$ cat config.mk
export PLATFORM = sky130hd
export DESIGN_NAME = lhp_ram
export DESIGN_NICKNAME = d
export VERILOG_FILES = /design/src/rtl/lhp_ram.sv
export SDC_FILE = /design/constraint.sdc
export NUM_CORES = 2
export LEC_CHECK = 0
export ABC_CLOCK_PERIOD_IN_PS = 5020
export BUFFER_PORTS_ARGS = -buffer_cell sky130_fd_sc_hd__buf_2
export CAP_MARGIN = 10
export CORE_MARGIN = 5
export CORE_UTILIZATION = 63
export DETAILED_ROUTE_END_ITERATION = 8
export PLACE_DENSITY_LB_ADDON = 0.2
export SETUP_SLACK_MARGIN = 0.2
export SLEW_MARGIN = 20
export SYNTH_ARGS = -nofsm -noshare
export SYNTH_HDL_FRONTEND = slang
export SYNTH_SLANG_ARGS = --single-unit
$ cat constraint.sdc
create_clock -name aclk -period 5.02 [get_ports aclk]
set_input_delay 0.753 -clock aclk [delete_from_list [all_inputs] [get_ports aclk]]
set_output_delay 0.753 -clock aclk [all_outputs]
set_load 0.005 [all_outputs]
$ cat src/rtl/lhp_ram.sv
module lhp_ram #(
    parameter int WIDTH = 32,
    parameter int DEPTH = 64,
    localparam int ADDR_W = $clog2(DEPTH)
) (
    input  logic              aclk,
    input  logic              we,
    input  logic [ADDR_W-1:0] waddr,
    input  logic [WIDTH-1:0]  wdata,
    input  logic [ADDR_W-1:0] raddr,
    output logic [WIDTH-1:0]  rdata
);

    logic [WIDTH-1:0] mem_reg [DEPTH];
    logic [WIDTH-1:0] rdata_reg;

    always_ff @(posedge aclk) begin
        if (we) begin
            mem_reg[waddr] <= wdata;
        end
        rdata_reg <= mem_reg[raddr];
    end

    assign rdata = rdata_reg;

endmodule

==> impl_metrics.py <==
metrics = {
    "timing": {
        "final-hold-violation-count": 0,
        "setup_viol": 0,
        "tns_ns": 0,
        "fin_crit_ns": 3.38,
        "max_freq_mhz": 296,
        "final_max_slew_viol_count": 0,
        "slew_headroom_pct": 22.7,
        "tightestPinTransition_ns": 1.16,
        "worst_slack_ns": 1.64,
        "rsz0062_at_grt": "false",
        "skew_ns": 0.0376,
        "post-route-period-util_pct": 67.3,
    },
    "logic_synthesis": {
        "yosys_warnings": 0,
        "syn_avg_cell_area_um2": 23.6,
        "synth.distinct_cells": 34,
        "synthCells": 3324,
        "synth_seq_cells": 2080,
        "syn_nets": 3370,
        "syn_area_um2": 78500,
        "ys_seq_area_share_pct": 79.1,
    },
    "setup_path": {
        "path_cells": "buf_8, buf_12, buf_4, mux4_2, mux4_2, o22ai_1, nor2_1",
        "critPathCaptureType": "register",
        "critPathRequiredTime_ns": 5.69,
        "slowest_stage": "o22ai_1",
        "arrival_ns": 4.05,
        "crit_top_cell": "mux4_2",
        "slowest_delay_ns": 0.67,
        "crit_path_start_kind": "input pin",
        "crit_fanout": 68,
        "crit_type": "input pin to register",
    },
    "pwr": {
        "leakage_nw": 27.7,
        "vdd_drop_max_mv": 0.383,
        "power.density_nw_per_um2": 407,
        "seqPwrFrac_pct": 53.6,
        "pwr-share-clk_pct": 41.5,
        "p_sw_mw": 7.60,
        "internal_power_mw": 28.5,
        "combPwrFrac_pct": 4.9,
        "switching_share_pct": 21.1,
    },
    "drt": {
        "route.detailed.drc": 0,
        "vias_per_cell": 7.09,
        "wl_mm": 204,
        "final_antenna_net_count": 0,
        "dr.pass1.iters": 6,
        "vias": 38200,
        "wl_per_cell_um": 37.8,
        "drt_iter0_markers": 6019,
    },
    "clock_tree": {
        "clk_latency_ns": 0.84,
        "cts_resized": 0,
        "cts_num_sinks": 2080,
        "post_cts_buffers": 0,
        "cts_hold_buf": 0,
        "clk_pin_slew_ns": 0.06,
        "htree_levels": 4,
        "cts_inserted_buffers": 196,
        "clock_path_buffers": 3,
        "cts-root-buf": "clkbuf_16",
        "tritoncts": "yes",
    },
    "hold_path": {
        "hp-class": "input pin to register",
    },
    "global_routing": {
        "antenna_found_initial": 15,
        "gr-usage-met2_pct": 48.7,
        "met3_usage_pct": 9.09,
        "grt_busiest_layer": "met2",
        "grt.total_usage_pct": 31.5,
        "grt.overflow.total": 0,
        "grt_pass1_wl_mm": 288,
        "grt_max_degree": 81,
        "grt_pass1_vias": 38400,
        "grt_util_met1_pct": 45.2,
    },
    "floorplan": {
        "die_w_um": 363,
        "core-area_um2": 124000,
        "ios": 78,
        "start_util_pct": 63.4,
        "fp.dieArea_um2": 132000,
        "rows": 129,
        "die_y_um": 363,
    },
    "placement": {
        "placed_cell_area_um2": 81900,
        "place_ws_ns": 0.814,
        "gp_congestion": 0.835,
        "hpwl_mm": 114,
        "placedCellCount": 5010,
        "port_buffers": 77,
    },
    "job": {
        "cap_violations": 0,
    },
    "layout": {
        "finalNonFillerCells": 5388,
        "fin_util_pct": 71.5,
        "final_area_um2": 88500,
        "largest_register_ff_count": 2048,
        "final_nets": 3618,
        "layout-drive-gt1-share_pct": 30.4,
        "syn_to_final_growth_pct": 12.7,
        "final_common_cell": "edfxtp_1",
        "final_cell_mix": "2,048 x edfxtp_1, 544 x mux4_2, 197 x clkbuf_16",
    },
    "outcome": {
        "status": "finished, final reports clean",
    },
}
## final timing paths
| path | start | to | slack (ns) | cells past startpoint |
|---|---|---|---|---|
| setup / recovery | raddr[0] | rdata[11]$_DFF_P_ | 1.64 | 7 |
| hold / removal | wdata[17] | mem_reg[34][17]$_DFFE_PP_ | 0.48 | 1 |
| setup reg to reg | mem_reg[19][11]$_DFFE_PP_ | rdata[11]$_DFF_P_ | 2.63 | 4 |
| hold reg to reg | mem_reg[29][17]$_DFFE_PP_ | rdata[17]$_DFF_P_ | 0.74 | 4 |
## stage by stage
step | total power [mW] | hold slack [ns]
floorplan | 20.6 | 0.663
global placement | 21.4 | 0.760
detailed placement | 21.5 | 0.731
CTS | 36.2 | 0.484
global route | 37.1 | 0.478
finish | 36.1 | 0.478
## cell type report
class                      instances  area (µm²)
sequential                      2080       62100
fill                            6773       35300
multi-input combinational       1062       16000
clock buffer                     269        5440
tap                             1637        2050
timing repair buffer             232        1790
clock inverter                    96        1090
antenna                           12        30.0
## cells in the mapped netlist, drive strengths merged
library cell,number,area share (%)
edfxtp,2048,78
mux4,544,16
nor2,137,0.65
buf,108,0.77
mux2i,93,1.2
o22ai,84,0.67
clkbuf,74,0.35
a21oi,62,0.40
dfxtp,32,0.82
o221ai,27,0.30
nand2,26,0.12
nor2b,15,0.12
a22oi,12,0.11
a311oi,8,0.089
nand2b,8,0.064
nor3,7,0.045
nand3,5,0.032
nand3b,5,0.048
or3b,5,0.056
a41o,4,0.051
and3,4,0.032
o32ai,4,0.045
or2,3,0.024
or3,3,0.024
and2,2,0.016
nand4,2,0.016
a31oi,1,0.0080
nand4b,1,0.011
## layer usage
| layer | share of wire (%) | wire (µm) |
|---|---|---|
| met1 | 36 | 73400 |
| met4 | 3.0 | 6070 |
| met5 | 0.045 | 92 |
| met2 | 48 | 96700 |
| met3 | 13 | 27300 |
## worst max-delay path, delay by kind of cell
kind	cells	cell delay (ns)
buffers and inverters	3	1.29
multiplexers	2	1.13
AO/OA/AOI/OAI	1	0.67
AND/OR/NAND/NOR	1	0.13
## power groups by stage
stage	sequential, mW	clock, mW	combinational [mW]
2_1_floorplan	19.6	0	0.935
3_3_place_gp	19.7	0	1.71
3_5_place_dp	19.7	0	1.76
4_1_cts	19.3	15.1	1.77
5_1_grt	19.3	15.9	1.86
6_report	19.3	15.0	1.78
## cell families (layout without fill, tap and decap cells)
group	after synthesis	after routing	share of synthesized area (%)
flip-flops	2080	2080	79.1
multiplexers	637	637	16.8
AND/OR/NAND/NOR	223	223	1.27
AO/OA/AOI/OAI	202	202	1.67
buffers and inverters	182	597	1.13
other	0	12	0
Note: power is estimated with default switching activity, not from simulation.
